File: src/rtl/nwsp_pkg.sv
// ----------------------------------------------------------------------------
// NMEA wind sentence parser - package
// Character constants and the classified character item.
// ----------------------------------------------------------------------------
package nwsp_pkg;

	// hundredths; range 0..3
	localparam int FRACTION_DIGITS = 2;

	localparam logic [7:0] CH_DOLLAR = 8'h24;
	localparam logic [7:0] CH_I      = 8'h49;
	localparam logic [7:0] CH_M      = 8'h4D;
	localparam logic [7:0] CH_W      = 8'h57;
	localparam logic [7:0] CH_V      = 8'h56;
	localparam logic [7:0] CH_COMMA  = 8'h2C;
	localparam logic [7:0] CH_STAR   = 8'h2A;
	localparam logic [7:0] CH_DOT    = 8'h2E;
	localparam logic [7:0] CH_ZERO   = 8'h30;
	localparam logic [7:0] CH_NINE   = 8'h39;
	localparam logic [7:0] CH_SPACE  = 8'h20;
	localparam logic [7:0] CH_TAB    = 8'h09;
	localparam logic [7:0] CH_CR     = 8'h0D;
	localparam logic [7:0] CH_NUL    = 8'h00;

	typedef struct packed {
		logic [7:0] ch;
		logic [3:0] digit;
		logic       is_digit;
		logic       is_dot;
		logic       is_space;
		logic       is_comma;
		logic       is_star;
		logic       is_nul;
	} nwsp_item_t;

endpackage

File: src/rtl/nwsp_front.sv
// ----------------------------------------------------------------------------
// NMEA wind sentence parser - front stage
// Accepts received characters and registers them with their class flags.
// ----------------------------------------------------------------------------
module nwsp_front (
	input  logic                clk,
	input  logic                arst_n,
	input  logic                s_tvalid,
	output logic                s_tready,
	input  logic [7:0]          s_tdata,
	output logic                item_valid,
	input  logic                item_ready,
	output nwsp_pkg::nwsp_item_t item
);
	import nwsp_pkg::*;

	nwsp_item_t cls;
	nwsp_item_t item_s1;
	logic       valid_s1;

	always_comb begin
		cls          = '0;
		cls.ch       = s_tdata;
		cls.digit    = s_tdata[3:0];
		cls.is_digit = (s_tdata >= CH_ZERO) && (s_tdata <= CH_NINE);
		cls.is_dot   = (s_tdata == CH_DOT);
		cls.is_space = (s_tdata == CH_SPACE) || ((s_tdata >= CH_TAB) && (s_tdata <= CH_CR));
		cls.is_comma = (s_tdata == CH_COMMA);
		cls.is_star  = (s_tdata == CH_STAR);
		cls.is_nul   = (s_tdata == CH_NUL);
	end

	assign s_tready = !valid_s1 || item_ready;

	always_ff @(posedge clk or negedge arst_n) begin
		if (!arst_n) begin
			valid_s1 <= 1'b0;
		end else if (s_tready) begin
			valid_s1 <= s_tvalid;
		end
	end

	always_ff @(posedge clk) begin
		if (s_tready && s_tvalid) begin
			item_s1 <= cls;
		end
	end

	assign item_valid = valid_s1;
	assign item       = item_s1;

endmodule

File: src/rtl/nwsp_queue.sv
// ----------------------------------------------------------------------------
// NMEA wind sentence parser - item queue
// Small FIFO of classified characters between front and back.
// ----------------------------------------------------------------------------
module nwsp_queue #(
	parameter int DEPTH = 4
) (
	input  logic                clk,
	input  logic                arst_n,
	input  logic                wr_valid,
	output logic                wr_ready,
	input  nwsp_pkg::nwsp_item_t wr_item,
	output logic                rd_valid,
	input  logic                rd_ready,
	output nwsp_pkg::nwsp_item_t rd_item
);
	import nwsp_pkg::*;

	localparam int AW = (DEPTH > 1) ? $clog2(DEPTH) : 1;
	localparam int CW = $clog2(DEPTH + 1);

	nwsp_item_t      mem [DEPTH];
	logic [AW-1:0]   wr_ptr_q;
	logic [AW-1:0]   rd_ptr_q;
	logic [CW-1:0]   count_q;
	logic            push;
	logic            pop;

	assign wr_ready = (count_q != CW'(DEPTH));
	assign rd_valid = (count_q != '0);
	assign push     = wr_valid && wr_ready;
	assign pop      = rd_valid && rd_ready;
	assign rd_item  = mem[rd_ptr_q];

	always_ff @(posedge clk) begin
		if (push) begin
			mem[wr_ptr_q] <= wr_item;
		end
	end

	always_ff @(posedge clk or negedge arst_n) begin
		if (!arst_n) begin
			wr_ptr_q <= '0;
			rd_ptr_q <= '0;
			count_q  <= '0;
		end else begin
			if (push) begin
				wr_ptr_q <= (wr_ptr_q == AW'(DEPTH - 1)) ? '0 : wr_ptr_q + 1'b1;
			end
			if (pop) begin
				rd_ptr_q <= (rd_ptr_q == AW'(DEPTH - 1)) ? '0 : rd_ptr_q + 1'b1;
			end
			unique case ({push, pop})
				2'b10:   count_q <= count_q + 1'b1;
				2'b01:   count_q <= count_q - 1'b1;
				default: count_q <= count_q;
			endcase
		end
	end

endmodule

File: src/rtl/nwsp_back.sv
// ----------------------------------------------------------------------------
// NMEA wind sentence parser - back end
// Header match, payload field parser and the result register.
// ----------------------------------------------------------------------------
module nwsp_back (
	input  logic                clk,
	input  logic                arst_n,
	input  logic                item_valid,
	output logic                item_ready,
	input  nwsp_pkg::nwsp_item_t item,
	output logic                m_tvalid,
	input  logic                m_tready,
	output logic [39:0]         m_tdata,
	output logic [1:0]          m_tuser
);
	import nwsp_pkg::*;

	localparam logic [2:0] HDR_LAST    = 3'd6;
	localparam logic [2:0] HDR_PAYLOAD = 3'd7;

	localparam logic [2:0] FLD_DIR  = 3'd0;
	localparam logic [2:0] FLD_REF  = 3'd1;
	localparam logic [2:0] FLD_SEP  = 3'd2;
	localparam logic [2:0] FLD_SPD  = 3'd3;
	localparam logic [2:0] FLD_DONE = 3'd4;
	localparam logic [2:0] FLD_FAIL = 3'd5;

	function automatic logic [7:0] header_char(input logic [2:0] pos);
		logic [7:0] r;
		unique case (pos)
			3'd0:    r = CH_DOLLAR;
			3'd1:    r = CH_I;
			3'd2:    r = CH_I;
			3'd3:    r = CH_M;
			3'd4:    r = CH_W;
			3'd5:    r = CH_V;
			3'd6:    r = CH_COMMA;
			default: r = CH_NUL;
		endcase
		return r;
	endfunction

	function automatic logic [9:0] ten_pow(input logic [1:0] e);
		logic [9:0] r;
		unique case (e)
			2'd0: r = 10'd1;
			2'd1: r = 10'd10;
			2'd2: r = 10'd100;
			2'd3: r = 10'd1000;
		endcase
		return r;
	endfunction

	logic [2:0]  hdr_q;
	logic [2:0]  fld_q;
	logic [15:0] dir_q;
	logic [15:0] spd_q;
	logic [1:0]  fds_q;
	logic        pt_q;
	logic [1:0]  seen_q;
	logic [7:0]  ref_q;

	logic [2:0]  n_hdr;
	logic [2:0]  n_fld;
	logic [15:0] n_dir;
	logic [15:0] n_spd;
	logic [1:0]  n_fds;
	logic        n_pt;
	logic [1:0]  n_seen;
	logic [7:0]  n_ref;
	logic        emit;
	logic        pop;

	// number step, shared by direction and speed
	logic [15:0] num_acc;
	logic        num_seen;
	logic [19:0] num_wide;
	logic [19:0] num_sum;
	logic [15:0] num_acc_n;
	logic        num_end;
	logic [1:0]  frac_exp;

	logic        out_valid_q;
	logic [39:0] out_data_q;
	logic [1:0]  out_user_q;

	assign num_acc  = (fld_q == FLD_SPD) ? spd_q : dir_q;
	assign num_seen = (fld_q == FLD_SPD) ? seen_q[1] : seen_q[0];
	assign num_wide = {4'd0, num_acc};
	assign frac_exp = 2'(FRACTION_DIGITS - 1 - int'(fds_q));

	always_comb begin
		if (!pt_q) begin
			num_sum = (num_wide << 3) + (num_wide << 1)
				+ 20'(item.digit) * 20'(ten_pow(2'(FRACTION_DIGITS)));
		end else if (int'(fds_q) < FRACTION_DIGITS) begin
			num_sum = num_wide + 20'(item.digit) * 20'(ten_pow(frac_exp));
		end else begin
			num_sum = num_wide;
		end
		num_acc_n = (num_sum > 20'd65535) ? 16'hFFFF : num_sum[15:0];
		num_end   = !item.is_digit && !(item.is_dot && !pt_q)
			&& !(item.is_space && !pt_q && !num_seen);
	end

	always_comb begin
		n_hdr  = hdr_q;
		n_fld  = fld_q;
		n_dir  = dir_q;
		n_spd  = spd_q;
		n_fds  = fds_q;
		n_pt   = pt_q;
		n_seen = seen_q;
		n_ref  = ref_q;
		emit   = 1'b0;
		if (hdr_q != HDR_PAYLOAD) begin
			if (item.ch == header_char(hdr_q)) begin
				n_hdr = hdr_q + 3'd1;
				if (hdr_q == HDR_LAST) begin
					n_fld  = FLD_DIR;
					n_dir  = '0;
					n_spd  = '0;
					n_fds  = '0;
					n_pt   = 1'b0;
					n_seen = '0;
					n_ref  = '0;
				end
			end
		end else if (item.is_star) begin
			emit   = 1'b1;
			n_hdr  = '0;
			n_fld  = FLD_DIR;
			n_dir  = '0;
			n_spd  = '0;
			n_fds  = '0;
			n_pt   = 1'b0;
			n_seen = '0;
			n_ref  = '0;
		end else if (!item.is_nul) begin
			unique case (fld_q)
				FLD_DIR, FLD_SPD: begin
					if (item.is_digit) begin
						if (fld_q == FLD_SPD) begin
							n_spd     = num_acc_n;
							n_seen[1] = 1'b1;
						end else begin
							n_dir     = num_acc_n;
							n_seen[0] = 1'b1;
						end
						if (pt_q && (int'(fds_q) < FRACTION_DIGITS)) begin
							n_fds = fds_q + 2'd1;
						end
					end else if (item.is_dot && !pt_q) begin
						n_pt = 1'b1;
					end else if (num_end) begin
						if (fld_q == FLD_SPD) begin
							n_fld = num_seen ? FLD_DONE : FLD_FAIL;
						end else begin
							n_fld = (num_seen && item.is_comma) ? FLD_REF : FLD_FAIL;
						end
					end
				end
				FLD_REF: begin
					n_ref = item.ch;
					n_fld = FLD_SEP;
				end
				FLD_SEP: begin
					if (item.is_comma) begin
						n_fld = FLD_SPD;
						n_pt  = 1'b0;
						n_fds = '0;
					end else begin
						n_fld = FLD_FAIL;
					end
				end
				default: begin
					n_fld = fld_q;
				end
			endcase
		end
	end

	// only a sentence end needs room in the result register
	assign item_ready = !emit || !out_valid_q || m_tready;
	assign pop        = item_valid && item_ready;

	always_ff @(posedge clk or negedge arst_n) begin
		if (!arst_n) begin
			hdr_q  <= '0;
			fld_q  <= FLD_DIR;
			dir_q  <= '0;
			spd_q  <= '0;
			fds_q  <= '0;
			pt_q   <= 1'b0;
			seen_q <= '0;
			ref_q  <= '0;
		end else if (pop) begin
			hdr_q  <= n_hdr;
			fld_q  <= n_fld;
			dir_q  <= n_dir;
			spd_q  <= n_spd;
			fds_q  <= n_fds;
			pt_q   <= n_pt;
			seen_q <= n_seen;
			ref_q  <= n_ref;
		end
	end

	always_ff @(posedge clk or negedge arst_n) begin
		if (!arst_n) begin
			out_valid_q <= 1'b0;
		end else if (pop && emit) begin
			out_valid_q <= 1'b1;
		end else if (m_tready) begin
			out_valid_q <= 1'b0;
		end
	end

	always_ff @(posedge clk) begin
		if (pop && emit) begin
			out_data_q <= {(seen_q[1] ? spd_q : 16'd0), ref_q, (seen_q[0] ? dir_q : 16'd0)};
			out_user_q <= seen_q;
		end
	end

	assign m_tvalid = out_valid_q;
	assign m_tdata  = out_data_q;
	assign m_tuser  = out_user_q;

endmodule

File: src/rtl/nmea_wind_sentence_parser_unit.sv
// ----------------------------------------------------------------------------
// NMEA wind sentence parser unit
// Parses $IIMWV wind sentences one received character per beat and emits
// direction, reference and speed in hundredths when the '*' arrives.
// ----------------------------------------------------------------------------
//  channel | dir | tdata (low bit up)                      | tuser
//  s_*     | in  | rx_char[7:0]                            | -
//  m_*     | out | wind_direction[15:0], reference_char    | direction_valid,
//          |     | [23:16], wind_speed[39:24]              | speed_valid
//
//  One character per cycle sustained unless the output stalls; the back end
//  parser retires one beat per cycle from the queue while it is not stalled.
//  The '*' passes the front register and the queue, then sets m_tvalid.
//  Reset: arst_n clears the header matcher, the payload state and all valids.
//  Output stalls back up into the queue only when a sentence end meets a
//  full result register; characters ahead of it still drain.
// ----------------------------------------------------------------------------
module nmea_wind_sentence_parser_unit #(
	parameter int QUEUE_DEPTH = 4  // 2..16 beats between front and back
) (
	input  logic        clk,
	input  logic        arst_n,
	input  logic        s_tvalid,
	output logic        s_tready,
	input  logic [7:0]  s_tdata,   // [7:0] rx_char
	output logic        m_tvalid,
	input  logic        m_tready,
	output logic [39:0] m_tdata,   // [15:0] wind_direction, [23:16] reference_char,
	                               // [39:24] wind_speed
	output logic [1:0]  m_tuser    // [0] direction_valid, [1] speed_valid
);
	import nwsp_pkg::*;

	nwsp_item_t front_item;
	nwsp_item_t back_item;
	logic       front_valid;
	logic       front_ready;
	logic       back_valid;
	logic       back_ready;

	// classify and register each incoming character
	nwsp_front u_front (
		.clk        (clk),
		.arst_n     (arst_n),
		.s_tvalid   (s_tvalid),
		.s_tready   (s_tready),
		.s_tdata    (s_tdata),
		.item_valid (front_valid),
		.item_ready (front_ready),
		.item       (front_item)
	);

	// decouples the front from result-side backpressure
	nwsp_queue #(
		.DEPTH (QUEUE_DEPTH)
	) u_queue (
		.clk      (clk),
		.arst_n   (arst_n),
		.wr_valid (front_valid),
		.wr_ready (front_ready),
		.wr_item  (front_item),
		.rd_valid (back_valid),
		.rd_ready (back_ready),
		.rd_item  (back_item)
	);

	// header match, field parser, result register
	nwsp_back u_back (
		.clk        (clk),
		.arst_n     (arst_n),
		.item_valid (back_valid),
		.item_ready (back_ready),
		.item       (back_item),
		.m_tvalid   (m_tvalid),
		.m_tready   (m_tready),
		.m_tdata    (m_tdata),
		.m_tuser    (m_tuser)
	);

endmodule

File: config.mk
export PLATFORM = sky130hd
export DESIGN_NAME = nmea_wind_sentence_parser_unit
export DESIGN_NICKNAME = d
export VERILOG_FILES = /design/src/rtl/nwsp_pkg.sv /design/src/rtl/nwsp_front.sv /design/src/rtl/nwsp_queue.sv /design/src/rtl/nwsp_back.sv /design/src/rtl/nmea_wind_sentence_parser_unit.sv
export SDC_FILE = /design/constraint.sdc
export NUM_CORES = 1
export LEC_CHECK = 0
export ABC_CLOCK_PERIOD_IN_PS = 6500
export BUFFER_PORTS_ARGS = -buffer_cell sky130_fd_sc_hd__buf_2
export CAP_MARGIN = 20
export CORE_MARGIN = 5
export CORE_UTILIZATION = 55
export CTS_BUF_LIST = sky130_fd_sc_hd__clkbuf_4 sky130_fd_sc_hd__clkbuf_8 sky130_fd_sc_hd__clkbuf_16
export DETAILED_ROUTE_END_ITERATION = 16
export HOLD_SLACK_MARGIN = 0.06
export PLACE_DENSITY_LB_ADDON = 0.25
export SYNTH_ARGS = -nofsm -noshare
export SYNTH_HDL_FRONTEND = slang
export SYNTH_SLANG_ARGS = --single-unit
export TNS_END_PERCENT = 1
File: constraint.sdc
create_clock -name clk -period 6.5 [get_ports clk]
set_clock_uncertainty 0.15 [all_clocks]
set_input_delay 0 -clock clk [delete_from_list [all_inputs] [get_ports clk]]
set_output_delay 0 -clock clk [all_outputs]
set_load 0.01 [all_outputs]
# [Yosys cells after proc, flatten, opt, wreduce, memory -nomap -nowiden]
# Memory sizes are Yosys's and may differ from the RTL's.
# Index checks and enable logic that the tools add are counted.
[classes] n_mux=80 reduce_logical=48 order_cmp=6 add_sub_neg=10 eq_ne=34 n_mul=2
[ops] cell="$mux 16" count=16
[ops] cell="$mux 8" count=7
[ops] cell="$mux 3" count=14
[ops] cell="$pmux 7 s6" count=1
[ops] cell="$mux 20" count=2
[ops] cell="$pmux 10 s4" count=1
[ops] cell="$eq 8x6->1 const B" count=4
[ops] cell="$mux 2" count=15
[ops] cell="$reduce_and 8->1" count=3
[ops] cell="$add 19x17->20" count=1
[ops] cell="$add 20x11->20" count=1
[ops] cell="$gt 20x16->1 const B" count=1
[ops] cell="$mux 10" count=2
[ops] cell="$ne 4x2->1 const B" count=5
[ops] cell="$mux 1" count=18
[ops] cell="$add 16x14->17" count=1
[ops] cell="$reduce_bool 3->1" count=5
[ops] cell="$mul 4x10->14" count=1
[ops] cell="$reduce_and 7->1" count=2
[ops] cell="$logic_and 1x1->1" count=13
[ops] cell="$eq 3x2->1 const B" count=4
[ops] cell="$ne 3x3->1 const B" count=4
[ops] cell="$eq 2x2->1 const B" count=5
[ops] cell="$eq 3x3->1 const B" count=3
[ops] cell="30 further kinds" count=51
[word_totals] elab_cells=207 reg_bits=120 memories=1 mem_bits_rw=72
[memory_table] name="u_queue.mem" depth=4 word_bits=18 rd=1 rd_ports_with_merged_regs=0 wr=1 line="nwsp_queue.sv:22" rtl="nwsp_item_t mem [DEPTH];"

# [Logic depth before layout (Yosys ltp)]
# Gate-level depths: netlist of run 1.
[depth] ltp_word=17 mapped_depth=23 depth_no_buf=20

# [Modules after synthesis]
# From an unflattened synthesis of run 1, not the netlist that was laid out.
[hier_totals] cells_unflattened=961 area_unflattened_um2=11116.9
[by_module_without_submodules] module="nwsp_back" area_each_um2=7458.4 seq_area_each_um2=2562.5 cells_each=788 instances=1
[by_module_without_submodules] module="nwsp_queue" area_each_um2=3045.4 seq_area_each_um2=2337.2 cells_each=134 instances=1
[by_module_without_submodules] module="nwsp_front" area_each_um2=613.1 seq_area_each_um2=445.4 cells_each=39 instances=1

# [Least setup slack after synthesis of run 1]
# OpenSTA, ideal clock, no wires.
[synth_timing] path_type="flip-flop to flip-flop" from="reg u_queue.rd_ptr_q[0]" to="reg u_back.spd_q[9]" n_path_buf=4 required_ps=6218 arrival_time_ps=4959 setup_time_ps=132 setup_slack_ps=1259 period_less_slack_ps=5241 path_stages_with_launch=22 cell_sequence="dfrtp_1 buf_6 mux4_2 buf_6 nand2_1 inv_1 fa_1 fa_1 inv_1 fa_1 inv_1 ha_1 a21oi_1 o21ai_0 a2bb2oi_1 o311ai_0 o41ai_1 a22o_1 and3_1 clkbuf_2 buf_2 a21oi_1"
[synth_between] elab_chain_cells=13
[synth_rtl] item="start: declaration" line="nwsp_queue.sv:24" rtl="logic [AW-1:0] rd_ptr_q;"
[synth_rtl] item="start signal: assignment" line="nwsp_queue.sv:51" rtl="rd_ptr_q <= (rd_ptr_q == AW'(DEPTH - 1)) ? '0 : rd_ptr_q + 1'b1;"
[synth_rtl] item="$mem_v2 4x18 *"
[synth_rtl] item="$mul 4x10->14" line="nwsp_back.sv:97" rtl="num_sum = num_wide + 20'(item.digit) * 20'(ten_pow(frac_exp));"
[synth_rtl] item="$add 16x14->17" line="nwsp_back.sv:97"
[synth_rtl] item="$mux 20" line="nwsp_back.sv:96" rtl="end else if (int'(fds_q) < FRACTION_DIGITS) begin"
[synth_rtl] item="$mux 20" line="nwsp_back.sv:93" rtl="if (!pt_q) begin"
[synth_rtl] item="$gt 20x16->1" line="nwsp_back.sv:101" rtl="num_acc_n = (num_sum > 20'd65535) ? 16'hFFFF : num_sum[15:0];"
[synth_rtl] item="$mux 16" line="nwsp_back.sv:101"
[synth_rtl] item="$mux 16" line="nwsp_back.sv:143" rtl="if (fld_q == FLD_SPD) begin"
[synth_rtl] item="$mux 16" line="nwsp_back.sv:142" rtl="if (item.is_digit) begin"
[synth_rtl] item="$mux 16" line="nwsp_back.sv:140" rtl="unique case (fld_q)"
[synth_rtl] item="$mux 16" line="nwsp_back.sv:139" rtl="end else if (!item.is_nul) begin"
[synth_rtl] item="$mux 16" line="nwsp_back.sv:129" rtl="end else if (item.is_star) begin"
[synth_rtl] item="$mux 16" line="nwsp_back.sv:116" rtl="if (hdr_q != HDR_PAYLOAD) begin"
[synth_rtl] item="end signal: assignment" line="nwsp_back.sv:201" rtl="spd_q <= n_spd;"
[synth_rtl] item="end: declaration" line="nwsp_back.sv:57" rtl="logic [15:0] spd_q;"
# Mark *: on every way between the ends. The rest lies on a longest branch, timed or not. The select of a mux whose other input is x is not followed.
# A chain may end at the register's enable or synchronous reset.

# [Worst setup path in the final report of run 1]
[layout_timing] from="reg u_queue.rd_ptr_q[0]" to="reg u_back.dir_q[15]"
[layout_between] elab_chain_cells=13
[layout_rtl] item="$mem_v2 4x18 *"
[layout_rtl] item="$mul 4x10->14" line="nwsp_back.sv:97"
[layout_rtl] item="$add 16x14->17" line="nwsp_back.sv:97"
[layout_rtl] item="$mux 20" line="nwsp_back.sv:96"
[layout_rtl] item="$mux 20" line="nwsp_back.sv:93"
[layout_rtl] item="$gt 20x16->1" line="nwsp_back.sv:101"
[layout_rtl] item="$mux 16" line="nwsp_back.sv:101"
[layout_rtl] item="$mux 16" line="nwsp_back.sv:143"
[layout_rtl] item="$mux 16" line="nwsp_back.sv:142"
[layout_rtl] item="$mux 16" line="nwsp_back.sv:140"
[layout_rtl] item="$mux 16" line="nwsp_back.sv:139"
[layout_rtl] item="$mux 16" line="nwsp_back.sv:129"
[layout_rtl] item="$mux 16" line="nwsp_back.sv:116"
[layout_rtl] item="end signal: assignment" line="nwsp_back.sv:200" rtl="dir_q <= n_dir;"
[layout_rtl] item="end: declaration" line="nwsp_back.sv:56" rtl="logic [15:0] dir_q;"
# Marks and branches as above.

==> results of run 1 <==
-- flip-flops by register name, summed over array words and instances (netlist names) --
name / cells
u_queue.mem: 56
u_back.m_tdata: 40
u_back.dir_q: 16
u_back.spd_q: 16
u_front.item: 14
u_back.ref_q: 8
u_back.fld_q: 3
u_back.hdr_q: 3
u_queue.count_q: 3
u_back.fds_q: 2
u_back.m_tuser: 2
u_back.seen_q: 2
u_queue.rd_ptr_q: 2
u_queue.wr_ptr_q: 2
u_back.m_tvalid: 1
u_back.pt_q: 1
u_front.item_valid: 1
-- area by class of cell --
type | instances | area share, %
flip-flops and latches | 172 | 41.5
clock inverters | 15 | 1.72
repair buffers | 79 | 4.23
inverters | 106 | 3.40
well taps | 234 | 2.50
clock buffers | 17 | 3.63
multi-input cells | 633 | 43.0
-- kinds of logic (layout without fill, tap and decap cells) --
kind of cell | after synthesis | count (layout) | synth area share (%)
multiplexers | 34 | 34 | 4.88
AND/OR/NAND/NOR | 239 | 239 | 11.7
AO/OA/AOI/OAI | 220 | 220 | 13.2
adder cells (fa/ha/maj) | 112 | 112 | 15.9
flip-flops | 172 | 172 | 46.5
XOR/XNOR | 28 | 28 | 2.34
buffers and inverters | 139 | 217 | 5.53
-- worst register-to-register path: stages (launching register included) --
cell and delay [ps]:
dfrtp_1 650, buf_4 300, mux4_2 690, ha_1 340, ha_1 230, fa_1 410, a21oi_1 210, xnor2_1 180
fa_1 460, ha_1 400, a21oi_1 260, nor3_1 90, o21bai_1 140, o311ai_0 190, o41ai_1 400, a22o_1 250
and3_1 160, buf_4 250, a21oi_1 110
-- metrics by stage --
| stage | cell area (um2) | setup WS (ps) |
|---|---|---|
| after floorplan | 10500 | 1260 |
| after global placement | 11000 | 465 |
| after detailed placement | 11000 | 422 |
| after CTS | 11700 | 362 |
| after global routing | 11700 | 67.9 |
| final | 11700 | 515 |
-- placed cells by master (no fill, tap or decap), types with 13 or more instances in the layout --
master / count
a21oi_1: 61
and2_1: 49
buf_2: 55
clkbuf_16: 17
dfrtp_1: 60
edfxtp_1: 112
fa_1: 35
ha_1: 77
inv_1: 105
mux2i_1: 15
mux4_2: 13
nand2_1: 68
nand3_1: 16
nor2_1: 40
o21ai_0: 46
o21ai_1: 26
xnor2_1: 16
-- cell usage after synthesis (all sizes together) (4+ instances only) --
cell type | n | share of area, %
o211ai | 4 | 0.29
o221a | 4 | 0.43
o21ai | 72 | 3.4
and2 | 49 | 2.9
fa | 35 | 6.7
mux2i | 15 | 1.4
clkbuf | 16 | 0.59
o22ai | 5 | 0.30
xnor2 | 16 | 1.3
buf | 17 | 1.1
a21o | 8 | 0.57
and3 | 9 | 0.54
a211oi | 4 | 0.29
ha | 77 | 9.2
mux2 | 6 | 0.65
dfrtp | 60 | 14
nor3 | 9 | 0.43
or2 | 4 | 0.24
nor2b | 6 | 0.36
nand2b | 10 | 0.60
o21a | 8 | 0.57
nand2 | 69 | 2.5
nand3 | 16 | 0.76
nand4 | 8 | 0.48
mux4 | 13 | 2.8
nor2 | 41 | 1.5
inv | 106 | 3.8
a21oi | 71 | 3.8
xor2 | 12 | 1.0
edfxtp | 112 | 32
a22o | 9 | 0.75
o21bai | 5 | 0.36
-- per-layer routing --
metal | share of wire (%) | up-vias | wire [um] | track usage (%)
met1 | 48 | 3505 | 10500 | 31.6
met2 | 45 | 202 | 9920 | 33.0
met5 | 0 | - | 0 | 0
met4 | 1.1 | 0 | 252 | 4.99
met3 | 5.6 | 22 | 1240 | 3.25
li1 | - | 3480 | - | -
-- what timing repair did --
action / 4_1_cts / 5_1_grt
hold buffers: 11 / 0
endpoints found under the setup margin: 0 / 14
resized for setup: 0 / 1
endpoints found under the hold margin: 77 / 0
-- worst paths after layout --
check	slack [ps]	to	startpoint
setup / recovery	520	u_back.dir_q[15]	u_queue.rd_ptr_q[0]
min in group clk	160	u_front.item[16]	s_tdata[6]
max in group asynchronous	5550	u_back.dir_q[4]	arst_n
hold / removal	110	u_queue.wr_ptr_q[0]	arst_n
hold reg to reg	310	u_back.m_tdata[22]	u_back.ref_q[6]
setup reg to reg	520	u_back.dir_q[15]	u_queue.rd_ptr_q[0]
==> summary.md, run 1 <==
| Metric | Value |
|---|---|
| ANT nets after route | 0 |
| Die X | 148 um |
| Die ar. | between 20000 and 25000 um2 |
| Seq/Total Area, Yosys | a little under half |
| Cts bufs inserted | 17 |
| Stages on worst setup path | 18 |
| Clock Sinks | about 170 |
| Clock Latency Late Sink | approximately 440 ps |
| Util after Layout | between 60 and 70% |
| Critical path arrival | slightly above 6000 ps |
| FILL cells | ~1500 |
| Unrepaired setup endpoints after global routing | no |
| First-pass GRT wire length | 36800 um |
| # rows | 50 |
| Final TNS setup | 0 ps |
| Final worst path period need | between 5000 and 6000 ps |
| Post-Syn Nets | 1068 |
| Final Hold Vio Count | 0 |
| Largest net degree at the start of global routing | between 60 and 70 |
| Hold Slack | about 110 ps |
| Final instance count without filler cells | 1256 |
| Htree depth | 4 |
| Critical path's top delay family | adder cells |
| FF/Latch Area | between 4000 and 5000 um2 |
| Critical Path, Cell by Cell | buf_4, mux4_2, ha_1, ha_1, fa_1, a21oi_1, xnor2_1, fa_1, ha_1, a21oi_1, nor3_1, o21bai_1, o311ai_0, o41ai_1, a22o_1, and3_1, buf_4, a21oi_1 |
| Detailed placement HPWL | ~16000 um |
| Number of flops mapped to enable cells by yosys | 112 |
| Dpl cells | about 1200 |
| Gr ovfl total | 0 |
| Area Overhead vs Synth | 11.9% |
| Post-synthesis cell count | about 940 |
| CP required | roughly 6700 ps |
| Max FO, Critical Path | 14 |
| DR WL/cell | around 17 um |
| DR vias | roughly 7000 |
| Status | finished clean |
| Worst Setup End Kind | flip-flop |
| Area of the multi-input gates | between 5000 and 6000 um2 |
| Buf/Inv on CP | 2 |
| CTS tree | built |
| Library cells used by synthesis | 70 |
| Die height | about 150 um |
| Max-Cap Viols | 0 |
| FF+latch count, synth | between 150 and 200 |
| Fin crit share | between 90% and 100% |
| Slew HR | between 40 and 50% |
| Post-CTS Setup Inserts | 0 |
| Crit Path Category | reg -> reg |
| Total Wirelength | 21900 um |
| Ys Warns | 0 |
| R2R depth | 18 |
| Worst Tran Pin Value | 773 ps |
| Clock transition at path regs | 80 ps |
| Max Transition Viols Final | 0 |
| Hold Crit Class | in -> async |
| Overall Global Routing Usage | about a fifth |
| Mapped Avg Cell Area | ~11 um2 |
| Initial drt markers | 483 |
| Ant diodes | 0 |
| PortBufs | 55 |
| Initial core utilization | between 50% and 60% |
| Vias in the first global route | around 7000 |
| Layout cell share with drive strength beyond 1 | between 10 and 15% |
| Core area | around 19000 um2 |
| Fmax | around 0.17 GHz |
| IO Count | 56 |
| Final setup viols | 0 |
| Root buf cell | clkbuf_16 |
| Top_reg_cell synth | edfxtp_1 |
| Routability Congestion | around 0.88 |
| Netlist Area Pre-Place | ~10000 um2 |
| CTS max path bufs | 2 |
| Largest stage delay on the critical path | just under 700 ps |
| FFs w/ async S/R, synth | 34.9% |
| DRC viols | 0 |
| Slowest-stage cell, CP | mux4_2 |
| Crit start category | flip-flop |
| Initial antenna violation count | 0 |
| Nets | about 1100 |
| Vias per inst | 5.74 |
| 1st-pass router iterations | 5 |
Power of run 1 is not shown: default switching activity piles up to over one toggle a cycle in this logic, so the estimate is an artifact.
==> run 2, diff against run 1 <==
--- a/config.mk
+++ b/config.mk
@@ -13,8 +13,9 @@
 export CTS_BUF_LIST = sky130_fd_sc_hd__clkbuf_4 sky130_fd_sc_hd__clkbuf_8 sky130_fd_sc_hd__clkbuf_16
 export DETAILED_ROUTE_END_ITERATION = 16
 export HOLD_SLACK_MARGIN = 0.06
-export PLACE_DENSITY_LB_ADDON = 0.25
+export PLACE_DENSITY_LB_ADDON = 0.12
 export SYNTH_ARGS = -nofsm -noshare
 export SYNTH_HDL_FRONTEND = slang
+export SYNTH_HIERARCHICAL = 1
 export SYNTH_SLANG_ARGS = --single-unit
 export TNS_END_PERCENT = 1
==> run 2 against run 1 <==
Effect of this change:
- worst hold slack improved by 4.2 ps
- maximum frequency rose by 3.7%
- sequential share of layout area rose by 1.4 points
- global-route usage shrank 0.39 points
- synthesized area rose by 6.2%
- via count increased by 3.3%
- critical path depth is 1 lower
==> summary.md, run 2 <==
| Metric | Value |
|---|---|
| Status | finished clean (unchanged) |
| Hold Crit Class | in -> async (unchanged) |
| Seq/Total Area, Yosys | 48.1% (was 46.5%) |
| Unrepaired setup endpoints after global routing | no (unchanged) |
| Peak VDD IR | 0.323 mV |
| DR WL/cell | 17.7 um (was 17.5 um) |
| Critical path arrival | 5920 ps (was 6140 ps) |
| Total Wirelength | 23300 um (was 21900 um) |
| Fin crit share | 88.8% (was 92.1%) |
| Die X | 152 um (was 148 um) |
| First-pass GRT wire length | 39000 um (was 36800 um) |
| Hold Slack | 110 ps (was 106 ps) |
| Ys Warns | 6 (was 0) |
| Clock Sinks | 188 (was 172) |
| Crit Path Category | reg -> reg (unchanged) |
| Final instance count without filler cells | 1316 (was 1256) |
| CP required | 6650 ps (was 6660 ps) |
| Top reg by flops | u_queue/mem (was u_queue.mem) |
| Library cells used by synthesis | 78 (was 70) |
| Clock Latency Late Sink | 440 ps (about the same) |
| Die ar. | 23200 um2 (was 21900 um2) |
| PortBufs | 55 (unchanged) |
| Final worst slack | 729 ps (was 515 ps) |
| Post-CTS Setup Inserts | 0 (unchanged) |
| Netlist Area Pre-Place | 11100 um2 (was 10500 um2) |
| CTS tree | built (unchanged) |
| FF+latch count, synth | 188 (was 172) |
| Util after Layout | 62.1% (was 62.6%) |
| Most frequent cells in the layout | 128 x edfxtp_1, 109 x inv_1, 78 x nand2_1 (was 112 x edfxtp_1, 105 x inv_1, 77 x ha_1) |
| Max FO, Critical Path | 9 (was 14) |
| Pwr dens | roughly 540 nW/um2 |
| Area Overhead vs Synth | 12.0% (was 11.9%) |
| CP startpoint | u_queue/rd_ptr_q[0] (was u_queue.rd_ptr_q[0]) |
| Yosys top cell area share | 34.6% (was 32.1%) |
| IO Count | 56 (unchanged) |
| Mapped Avg Cell Area | 11.6 um2 (was 11.1 um2) |
| Synth area leaders | edfxtp_1 35%, dfrtp_1 14%, ha_1 8.4%, fa_1 6.3%, inv_1 3.7% (was edfxtp_1 32%, dfrtp_1 14%, ha_1 9.2%, fa_1 6.7%, inv_1 3.8%) |
| FFs w/ async S/R, synth | 31.9% (was 34.9%) |
| Biggest area consumer among synthesized cells | edfxtp_1 (unchanged) |
| Max reg flops | 72 (was 56) |
| Most frequent cells after synthesis | 128 x edfxtp_1, 109 x inv_1, 78 x nand2_1 (was 112 x edfxtp_1, 105 x inv_1, 77 x ha_1) |
| Vias per inst | 5.66 (was 5.74) |
| Top_reg_cell synth | edfxtp_1 (unchanged) |
| Worst Setup End Kind | flip-flop (unchanged) |
| # rows | 52 (was 50) |
| Most used cell, CP | ha_1 |
| Critical Path, Cell by Cell | mux4_2, ha_1, ha_1, inv_1, fa_1, xor2_1, fa_1, inv_1, ha_1, and3_1, a221o_1, a41oi_1, nand2_1, a221oi_2, o2111ai_2, o22a_1, a221o_1 (was buf_4, mux4_2, ha_1, ha_1, fa_1, a21oi_1, xnor2_1, fa_1, ha_1, a21oi_1, nor3_1, o21bai_1, o311ai_0, o41ai_1, a22o_1, and3_1, buf_4, a21oi_1) |
| Max Transition Viols Final | 0 (unchanged) |
| DR vias | 7446 (was 7209) |
| Crit start category | flip-flop (unchanged) |
| Initial drt markers | 640 (was 483) |
| Initial core utilization | 55.5% (was 56.0%) |
| Area after DPL | 11700 um2 (was 11000 um2) |
| Post-Syn Nets | 1083 (was 1068) |
| Routability Congestion | 0.895 (was 0.882) |
| Die height | 152 um (was 148 um) |
| Initial antenna violation count | 0 (unchanged) |
| Gr ovfl total | 0 (unchanged) |
| Clock transition at path regs | 80 ps (about the same) |
| Htree depth | 4 (unchanged) |
| Top-count cell post-synth | edfxtp_1 (unchanged) |
| Place WS | 800 ps (was 422 ps) |
| Post-synthesis cell count | 961 (was 944) |
| Vias in the first global route | 7356 (was 7003) |
| Dpl cells | 1272 (was 1212) |
| Fmax | 0.173 GHz (was 0.167 GHz) |
| Number of flops mapped to enable cells by yosys | 128 (was 112) |
| Overall Global Routing Usage | 20.8% (was 21.2%) |
| Nets | 1155 (was 1133) |
| ANT nets after route | 0 (unchanged) |
| Commonest non-fill, non-tap cell in the layout | edfxtp_1 (unchanged) |
| Core area | 20000 um2 (was 18700 um2) |
| Largest net degree at the start of global routing | 61 (unchanged) |
| CTS max path bufs | 2 (unchanged) |
| Final Power | between 6 and 7 mW |
| Largest stage delay on the critical path | 690 ps (about the same) |
| Final Instance Area | 12500 um2 (was 11700 um2) |
| Pleak | around 5.4 nW |
| Max-Cap Viols | 0 (unchanged) |
| 1st-pass router iterations | 5 (unchanged) |
| Root buf cell | clkbuf_16 (unchanged) |
| Final worst path period need | 5770 ps (was 5980 ps) |
| DRC viols | 0 (unchanged) |
| Reg-to-reg startpoint | u_queue/rd_ptr_q[0] (was u_queue.rd_ptr_q[0]) |
| Layout cell share with drive strength beyond 1 | 14.7% (was 13.9%) |
| R2R depth | 17 (was 18) |
| Final setup viols | 0 (unchanged) |
| Worst Tran Pin Value | 906 ps (was 773 ps) |
| Cts bufs inserted | 17 (unchanged) |
| Ant diodes | 0 (unchanged) |
| Slowest-stage cell, CP | mux4_2 (unchanged) |
| Final TNS setup | 0 ps (unchanged) |
| Detailed placement HPWL | 17300 um (was 16300 um) |
| Final Hold Vio Count | 0 (unchanged) |
| Slew HR | 38.8% (was 48.5%) |
==> run 2: cell count changes after synthesis, sizes merged, moves of 7 or more <==
| cell | change |
|---|---|
| a21oi | -33 |
| edfxtp | +16 |
| a221o | +11 |
| nand2 | +10 |
| o211ai | +9 |
| o21ai | -9 |
| nor3 | +7 |
| o31ai | +7 |
==> run 2: metal layers <==
layer	track usage, %	part of all wire [%]	wire, um	up-vias
met5	0	0	0	-
met4	3.81	0.57	133	0
met3	3.46	5.9	1380	12
met2	31.8	45	10400	222
met1	32.0	49	11300	3618
li1	-	-	-	3594
==> run 2: power breakdown <==
part	switching [mW]	total, mW	internal (mW)
clock network	0.513	1.04	0.524
registers	0.227	1.84	1.61
logic	2.31	3.91	1.59
==> run 2: worst paths after layout <==
kind | to | slack, ps
max | u_back/spd_q[2] | 730
min | u_front/item_valid | 110
max reg2reg | u_back/spd_q[2] | 730
min reg2reg | u_back/m_tdata[23] | 300
max in group asynchronous | u_back/dir_q[5] | 5520
min in group clk | u_back/m_tvalid | 150
==> run 2: area by class of cell <==
cell class | instances | area [um2]
clock buffer | 17 | 425
fill | 1670 | 7590
timing repair buffer | 80 | 503
clock inverter | 15 | 189
sequential | 188 | 5350
tap | 270 | 338
multi-input combinational | 635 | 5230
inverter | 111 | 417
==> run 2: critical path: cells and delay by family, from the launching register on <==
kind	cells	cell delay [ps]
AOI/OAI and AO/OA	6	1950
xor gates and xnor gates	1	180
adders and majority gates	5	1740
buffers and inverters	2	90
DFF	1	490
muxes	1	690
and+or+nand+nor	2	350
==> run 2: cells by family after synthesis <==
family / count (synthesis) / share of synthesized area, %
simple gates: 261 / 12.2
compound gates: 197 / 12.1
flops: 188 / 48.1
buf+inv: 138 / 4.91
fa+ha+maj: 110 / 14.7
mux: 42 / 6.01
xor+xnor: 25 / 1.97
==> run 2: repair_timing <==
action,4_1_cts,5_1_grt
hold endpoints to repair,76,0
resized for setup,0,0
hold buffers,11,0
setup endpoints to repair,0,0
No activity file was read; power rests on OpenSTA's default activity.
